--- src/hw/rtl/sctr_pkg.sv ---
// Shared types and constants for the cache hit/miss tracker.
`timescale 1ns / 1ps
package sctr_pkg;

  // LINES must be a power of two: line and set indexes are low address bits.
  localparam int LINES = 4;
  localparam int SETS = LINES / 2;
  localparam int ADDR_BITS = 32;
  localparam int IN_ADDR_W = 32;
  localparam int IDX_W = (LINES > 1) ? $clog2(LINES) : 1;
  localparam int SET_W = (SETS > 1) ? $clog2(SETS) : 1;
  localparam int LINE_USED_W = 2;
  localparam int ORG_W = 2;
  localparam int OUT_DATA_W = 8;

  localparam logic [ORG_W-1:0] ORG_DIRECT = 2'd0;
  localparam logic [ORG_W-1:0] ORG_TWO_WAY = 2'd1;
  localparam logic [ORG_W-1:0] ORG_FULL = 2'd2;

  // Lookup result rippling along the row of line cells; lowest index wins.
  typedef struct packed {
    logic             hit;
    logic [IDX_W-1:0] idx;
  } chain_t;

endpackage

--- src/hw/rtl/sctr_cell.sv ---
// One cache line cell: stored address, valid mark, compare and chain stage.
`timescale 1ns / 1ps
module sctr_cell
  import sctr_pkg::*;
(
  input  logic                 clk,
  input  logic                 rst,
  input  logic [IDX_W-1:0]     cell_idx,
  input  logic                 search_en,
  input  logic [ADDR_BITS-1:0] query,
  input  logic                 fill_en,
  input  chain_t               chain_in,
  output chain_t               chain_out
);

  logic                 valid;
  logic [ADDR_BITS-1:0] line_addr;
  logic                 match;

  always_ff @(posedge clk) begin
    if (rst) begin
      valid <= 1'b0;
    end else if (fill_en) begin
      valid <= 1'b1;
    end
  end

  always_ff @(posedge clk) begin
    if (fill_en) begin
      line_addr <= query;
    end
  end

  assign match = search_en && valid && (line_addr == query);

  always_comb begin
    chain_out = chain_in;
    if (!chain_in.hit && match) begin
      chain_out.hit = 1'b1;
      chain_out.idx = cell_idx;
    end
  end

endmodule

--- src/hw/rtl/small_cache_hit_miss_tracker.sv ---
// Top level: stream ports, lookup sequencing, replacement state, result register.
`timescale 1ns / 1ps
// Cache hit/miss tracker over a row of line cells. Each accepted address is
// looked up in the cycle after its transfer: every cell compares its stored
// address in parallel and the first hit ripples down the row. A miss fills the
// chosen line in that same cycle and the result goes to an output register.
// No new address is taken while a lookup is in progress; the next address is
// taken in the cycle the result is presented if the result is taken at once,
// the pace being set by the lookup-then-update step on the line cells. The user
// must write the organization register (0 direct mapped, 1 two-way LRU, 2 or 3
// fully associative FIFO) only while the block is idle; it does not enforce it.
module small_cache_hit_miss_tracker
  import sctr_pkg::*;
(
  input  logic                  clk,
  input  logic                  rst,
  input  logic                  s_axis_tvalid,
  output logic                  s_axis_tready,
  input  logic [IN_ADDR_W-1:0]  s_axis_tdata,   // [31:0] address
  output logic                  m_axis_tvalid,
  input  logic                  m_axis_tready,
  output logic [OUT_DATA_W-1:0] m_axis_tdata,   // [0] hit, [2:1] line_used, rest 0
  input  logic                  cfg_wr_en,
  input  logic [ORG_W-1:0]      cfg_wr_data
);

  localparam logic ST_IDLE = 1'b0;
  localparam logic ST_LOOK = 1'b1;

  logic                   state;
  logic                   state_next;
  logic [ORG_W-1:0]       organization;
  logic [ADDR_BITS-1:0]   query;
  logic [SETS-1:0]        victim;
  logic [IDX_W-1:0]       fill_pointer;
  logic                   out_valid;
  logic                   out_hit;
  logic [LINE_USED_W-1:0] out_line;

  chain_t                 chain [LINES+1];
  logic [LINES-1:0]       search_en;
  logic [LINES-1:0]       fill_en;
  logic [IDX_W-1:0]       direct_idx;
  logic [SET_W-1:0]       set_idx;
  logic                   is_direct;
  logic                   is_two_way;
  logic                   look_hit;
  logic [IDX_W-1:0]       look_line;
  logic [IDX_W-1:0]       fill_line;
  logic                   accept;

  assign direct_idx = query[IDX_W-1:0];
  assign set_idx    = (SETS > 1) ? query[SET_W-1:0] : '0;
  assign is_direct  = (organization == ORG_DIRECT);
  assign is_two_way = (organization == ORG_TWO_WAY);

  assign chain[0] = '{hit: 1'b0, idx: '0};

  for (genvar i = 0; i < LINES; i++) begin : g_cell
    always_comb begin
      if (is_direct) begin
        search_en[i] = (direct_idx == IDX_W'(i));
      end else if (is_two_way) begin
        search_en[i] = (i < 2 * SETS) && (set_idx == SET_W'(i / 2));
      end else begin
        search_en[i] = 1'b1;
      end
    end

    assign fill_en[i] = (state == ST_LOOK) && !look_hit && (fill_line == IDX_W'(i));

    sctr_cell u_cell (
      .clk       (clk),
      .rst       (rst),
      .cell_idx  (IDX_W'(i)),
      .search_en (search_en[i]),
      .query     (query),
      .fill_en   (fill_en[i]),
      .chain_in  (chain[i]),
      .chain_out (chain[i+1])
    );
  end

  assign look_hit = chain[LINES].hit;

  always_comb begin
    if (is_direct) begin
      fill_line = direct_idx;
    end else if (is_two_way) begin
      fill_line = IDX_W'({set_idx, victim[set_idx]});
    end else begin
      fill_line = fill_pointer;
    end
  end

  assign look_line = look_hit ? chain[LINES].idx : fill_line;

  assign s_axis_tready = (state == ST_IDLE) && (!out_valid || m_axis_tready);
  assign accept        = s_axis_tvalid && s_axis_tready;

  always_comb begin
    state_next = state;
    case (state)
      ST_IDLE: begin
        if (accept) state_next = ST_LOOK;
      end
      ST_LOOK: state_next = ST_IDLE;
      default: state_next = ST_IDLE;
    endcase
  end

  always_ff @(posedge clk) begin
    if (rst) begin
      state        <= ST_IDLE;
      organization <= ORG_DIRECT;
      victim       <= '0;
      fill_pointer <= '0;
      out_valid    <= 1'b0;
    end else begin
      state <= state_next;
      if (cfg_wr_en) begin
        organization <= cfg_wr_data;
      end
      if (m_axis_tvalid && m_axis_tready) begin
        out_valid <= 1'b0;
      end
      if (state == ST_LOOK) begin
        out_valid <= 1'b1;
        // victim becomes the way not used, on hit and on miss alike
        if (is_two_way) begin
          victim[set_idx] <= ~look_line[0];
        end
        if (!is_direct && !is_two_way && !look_hit) begin
          fill_pointer <= (fill_pointer == IDX_W'(LINES - 1)) ? '0 : fill_pointer + 1'b1;
        end
      end
    end
  end

  always_ff @(posedge clk) begin
    if (accept) begin
      query <= s_axis_tdata[ADDR_BITS-1:0];
    end
    if (state == ST_LOOK) begin
      out_hit  <= look_hit;
      out_line <= LINE_USED_W'(look_line);
    end
  end

  assign m_axis_tvalid = out_valid;
  assign m_axis_tdata  = OUT_DATA_W'({out_line, out_hit});

endmodule

--- config.mk ---
export PLATFORM = sky130hd
export DESIGN_NAME = small_cache_hit_miss_tracker
export DESIGN_NICKNAME = d
export VERILOG_FILES = /design/src/hw/rtl/sctr_pkg.sv /design/src/hw/rtl/sctr_cell.sv /design/src/hw/rtl/small_cache_hit_miss_tracker.sv
export SDC_FILE = /design/constraint.sdc
export NUM_CORES = 1
export LEC_CHECK = 0
export ABC_CLOCK_PERIOD_IN_PS = 11350
export BUFFER_PORTS_ARGS = -buffer_cell sky130_fd_sc_hd__buf_2
export CORE_MARGIN = 2
export CORE_UTILIZATION = 50
export DETAILED_ROUTE_END_ITERATION = 7
export HOLD_SLACK_MARGIN = 0.1
export PLACE_DENSITY = 0.74
export SLEW_MARGIN = 20
export SYNTH_ARGS = -nofsm -noshare
export SYNTH_HDL_FRONTEND = slang
export SYNTH_SLANG_ARGS = --single-unit
export TNS_END_PERCENT = 30
--- constraint.sdc ---
create_clock -name clk -period 11.35 [get_ports clk]
set_clock_uncertainty 0.15 [all_clocks]
set_input_delay 0 -clock clk [delete_from_list [all_inputs] [get_ports clk]]
set_output_delay 0 -clock clk [all_outputs]
set_load 0.05 [all_outputs]
# Word-level counts from Yosys, hierarchy flattened
# Index checks and enable logic that the tools add are counted.
op_classes:
  add_sub_neg: 1
  magnitude_cmp: 2
  n_eq_ne: 12
  n_mux: 23
  bitwise: 3
  reduce_logical: 36
op_table:
  columns: ["cell", "count"]
  rows:
  - ["$eq 32x32->1", 4]
  - ["$logic_and 1x1->1", 22]
  - ["$mux 1", 12]
  - ["$mux 3", 4]
  - ["$eq 2x2->1 const B", 5]
  - ["$mux 2", 4]
  - ["$logic_not 1->1", 7]
  - ["$eq 2x1->1 const B", 3]
  - ["$logic_not 2->1", 3]
  - ["$reduce_and 2->1", 2]
  - ["$not 1->1", 3]
  - ["$add 2x1->2 const B", 1]
  - ["$bwmux 2", 1]
  - ["$lt 1x2->1 const B", 1]
  - ["$pmux 1 s2", 1]
  - ["$reduce_bool 2->1", 1]
  - ["$demux 1 s1", 1]
  - ["$ge 1x1->1 const B", 1]
  - ["$logic_or 1x1->1", 1]
totals:
  reg_bits: 175
  inputBits: 39
  word_cells: 93

# Longest topological paths before layout
depth:
  depth_word: 18
  depth_mapped: 8

# Hierarchy
# A second synthesis with hierarchy kept.
unflattened:
  hier_cells: 492
  hier_area_um2: 7578.5
by_module_without_submodules:
  columns: ["module", "instances", "cells_per_inst", "area_each_um2"]
  rows:
  - ["sctr_cell", 4, 97, 1481.4]
  - ["small_cache_hit_miss_tracker", 1, 104, 1652.8]

# Worst setup path after synthesis
# OpenSTA, ideal clock, no wires.
synth_timing:
  kind: "flip-flop to flip-flop"
  start: "register query[1]"
  end: "register g_cell[2].u_cell.line_addr[0], enable pin"
  setup_ns: 0.461
  arrival_ns: 3.644
  slack_ns: 7.095
  stages_incl_launch_ff: 8
  period_less_slack_ns: 4.255
  cell_sequence: "edfxtp_1 buf_6 or3_1 nand4_1 nor4_1 a31oi_1 nand4_1 nor3_1"
synth_via:
  elab_chain_len: 17
  elab_cells_between_ends: 35
  classes_between: "8 x eq/ne; 9 x mux; 18 x reduce/logical"
synth_lines:
  columns: ["item", "line_no", "text"]
  rows:
  - ["from (decl)", "small_cache_hit_miss_tracker.sv:33", "logic [ADDR_BITS-1:0] query;"]
  - ["from (signal assigned)", "small_cache_hit_miss_tracker.sv:142", "query <= s_axis_tdata[ADDR_BITS-1:0];"]
  - ["parallel branches: the longest is 16 deep, another holds $eq 32x32->1", null, null]
  - ["$logic_and 1x1->1 (*)", "small_cache_hit_miss_tracker.sv:70", "assign fill_en[i] = (state == ST_LOOK) && !look_hit && (fill_line == IDX_W'(i));"]
  - ["via g_cell[2].u_cell.fill_en", "sctr_cell.sv:11", "input logic fill_en,"]
  - ["to (signal assigned)", "sctr_cell.sv:30", "line_addr <= query;"]
  - ["to (decl)", "sctr_cell.sv:17", "logic [ADDR_BITS-1:0] line_addr;"]
# Mark *: on every way through the listed nets, which the timed path passes.
# A chain may end at the register's enable or synchronous reset.

# Worst setup path after layout
layout_timing:
  start: "register query[0]"
  end: "register g_cell[2].u_cell.line_addr[9], enable pin"
layout_via:
  elab_chain_len: 18
  elab_cells_between_ends: 41
  classes_between: "8 x eq/ne; 14 x mux; 1 x bitwise; 18 x reduce/logical"
layout_lines:
  columns: ["item", "line_no"]
  rows:
  - ["parallel branches: the longest is 17 deep, another holds $eq 32x32->1", null]
  - ["$logic_and 1x1->1 (*)", "small_cache_hit_miss_tracker.sv:70"]
  - ["via g_cell[2].u_cell.fill_en", "sctr_cell.sv:11"]
# Mark *: on every way through the listed nets, which the timed path passes. The select of a mux whose other input is x is not followed.

==> impl_metrics.json <==
{
  "fp-row-count": 43,
  "slowest_stage": "nor3_2",
  "finalSetupTns_ns": 0,
  "wl_met2_mm": 6.418,
  "h-tree-depth": 4,
  "crit_start": "query[0]",
  "crit_path_max_incr_delay_ns": 0.78,
  "highest_layer": "met4",
  "diodes": 0,
  "layout_commonest_cell": "edfxtp_1",
  "routed_wl_mm": 13.59,
  "hold_violations": 0,
  "portBuffers": 43,
  "core-area_um2": 13930,
  "grt_usage": 0.1968,
  "tritoncts": "done",
  "path_class": "reg -> reg",
  "setup_viol": 0,
  "num_vias": 3837,
  "final_util": 0.6174,
  "worstReg2RegStart": "query[0]",
  "antenna_found_initial": 0,
  "gp_congestion": 0.8369,
  "synth_ff_type": "edfxtp_1",
  "worstSetupPathDepth": 8,
  "clock_sinks": 175,
  "peakVddDrop_mv": 0.1363,
  "total_leakage_power_nw": 2.816,
  "synthArstFlopShare": 0,
  "grt_pass1_wl_mm": 21.37,
  "post-route-period-util": 0.2976,
  "fin_cells": 724,
  "dp_hpwl_mm": 8.547,
  "fp.dieArea_um2": 15240,
  "numCtsBuffers": 17,
  "period_needed_ns": 3.378,
  "r2r_cells": 8,
  "crit_buf_inv": 1,
  "clockBufferDepth": 2,
  "worstPathMaxFanout": 21,
  "avgSynthCellArea_um2": 16.47,
  "dieWidth_um": 123.4,
  "crit_family": "simple AND/OR/NAND/NOR gates",
  "nets": 571,
  "io_pins": 49,
  "grt_max_degree": 34,
  "yosysSeqAreaShare": 0.7199,
  "worst_pin_slew_ns": 0.9419,
  "power_density_nw_per_um2": 172.1,
  "hp-class": "in -> reg",
  "cp.arrival_ns": 3.33,
  "drt-wirelength-per-cell_um": 18.78,
  "insertion_delay_ns": 0.43,
  "rsz0062_at_grt": "no",
  "wl_met3_um": 626,
  "m1WireLength_mm": 6.237,
  "ant_nets": 0,
  "dpl.cell_count": 652,
  "root_buffer": "clkbuf_16",
  "stdcell_area_um2": 8603,
  "max_cap_viol_count": 0,
  "cp.required_ns": 11.31,
  "outcome": "complete, no violations",
  "synthToLayoutAreaGrowth_pct": 20.61,
  "worstSetupStartpointType": "flip-flop",
  "post-cts-setup-buffer-count": 0,
  "synth-edff-count": 163,
  "synth_cells": 433,
  "die_h_um": 123.4,
  "path_clk_slew_ns": 0.07,
  "vias_per_cell": 5.300,
  "mostFrequentLayoutCells": "163 x edfxtp_1, 97 x xnor2_1, 43 x buf_2, 40 x dlygate4sd3_1, 31 x xor2_1",
  "syn_area_um2": 7133,
  "fmax_ghz": 0.2961,
  "finalMaxSlewViolations": 0,
  "placed_area_um2": 7562,
  "end_kind": "flip-flop",
  "drc": 0,
  "path_cells": "xor2_1 -> nor4_4 -> nand2_1 -> nor4_1 -> a31oi_1 -> nand4_1 -> nor3_2 -> buf_4",
  "rrSetupSlack_ns": 7.97,
  "grt_overflow": 0,
  "yosysWarningCount": 0,
  "grt_pass1_vias": 3964,
  "initialDrtViolationCount": 312,
  "cts_resized": 0,
  "layout-drive-gt1-share": 0.1654,
  "r2r_end": "g_cell[2].u_cell.line_addr[9]",
  "slew_headroom": 0.3686,
  "first_pass_iters": 5,
  "ys_ff_latch": 175,
  "synth_cell_type_count": 45,
  "endpoint": "g_cell[2].u_cell.line_addr[9]",
  "initial_core_util": 0.5119,
  "hold_ws_ns": 0.1184
}
==> layout make-up <==
| class | instances | area, µm² |
|---|---|---|
| inverter | 2 | 7.507 |
| timing repair buffer | 87 | 645.6 |
| clock buffer | 18 | 429.2 |
| clock inverter | 14 | 211.5 |
| sequential | 175 | 5135 |
| multi-input combinational | 248 | 1949 |
| fill | 1012 | 5331 |
| tap | 180 | 225.2 |
==> routing by layer <==
| layer | vias to the layer above | track usage |
|---|---|---|
| met2 | 97 | 0.3053 |
| li1 | 1809 | - |
| met1 | 1904 | 0.2660 |
| met4 | 0 | 0.08452 |
| met3 | 27 | 0.04751 |
| met5 | - | 0 |
==> metrics by stage <==
step	setup WS, ns	power (mW)
after floorplan	7.095	0.8216
after global placement	8.091	0.8496
after detailed placement	7.984	0.8520
after CTS	7.979	1.491
after global routing	7.697	1.526
final	7.972	1.480
==> worst reg2reg max path: cells and delay by family, from the launching register on <==
kind | cells | cell delay (ns)
AOI/OAI and AO/OA | 1 | 0.21
xor gates and xnor gates | 1 | 0.30
DFF | 1 | 0.71
and+or+nand+nor | 5 | 1.23
buffers and inverters | 1 | 0.44
==> report_power, final <==
part / switching (mW) / internal, mW / total, mW
logic: 0.0466 / 0.0420 / 0.0886
registers: 0.0285 / 0.731 / 0.760
clock network: 0.241 / 0.391 / 0.632
total: 0.316 / 1.16 / 1.48
==> cells in the mapped netlist (all sizes together) (3+ instances only) <==
cell    count  area, µm²
nor3       11      65.06
xor2       32      287.8
nand3       4      20.02
nand2b      3      18.77
nor4       12      111.4
edfxtp    163       4895
nand2       9      33.78
buf        10      72.56
o21ai       3      15.01
xnor2      97      849.6
o41ai       3      26.28
a21oi       5      28.78
dfxtp      12      240.2
nand4      30      202.7
mux2i       3      30.03
nor2       11      41.29
==> worst min path at each step <==
stage | from | end | slack [ns] | cells after the start
after global routing | s_axis_tdata[3] | query[3] | 0.11 | 2
after global placement | s_axis_tdata[16] | query[16] | 0.03 | 1
after detailed placement | s_axis_tdata[16] | query[16] | 0.03 | 1
final | s_axis_tdata[6] | query[6] | 0.12 | 2
after CTS | s_axis_tdata[3] | query[3] | 0.11 | 2
after floorplan | s_axis_tdata[0] | query[0] | -0.05 | 0
==> kinds of logic after synthesis <==
family | count (synthesis) | synth area share
XOR/XNOR | 129 | 0.1594
AO/OA/AOI/OAI | 23 | 0.02526
multiplexers | 3 | 0.004210
other | 1 | 0.0005257
AND/OR/NAND/NOR | 87 | 0.07665
buffers and inverters | 14 | 0.01228
flip-flops | 175 | 0.7199
adder cells (fa/ha/maj) | 1 | 0.001754
==> repair_timing <==
action	in CTS	in global routing
setup endpoints to repair	0	0
hold buffers	40	0
endpoints found under the hold margin	44	0
==> sequential cells by signal, indices dropped and copies added (netlist names) <==
register	flops
out_line	2
out_hit	1
fill_pointer	2
organization	2
state	1
g_cell.u_cell.valid	4
query	32
victim	2
g_cell.u_cell.line_addr	128
m_axis_tvalid	1
Note: power is estimated with default switching activity, not from simulation.
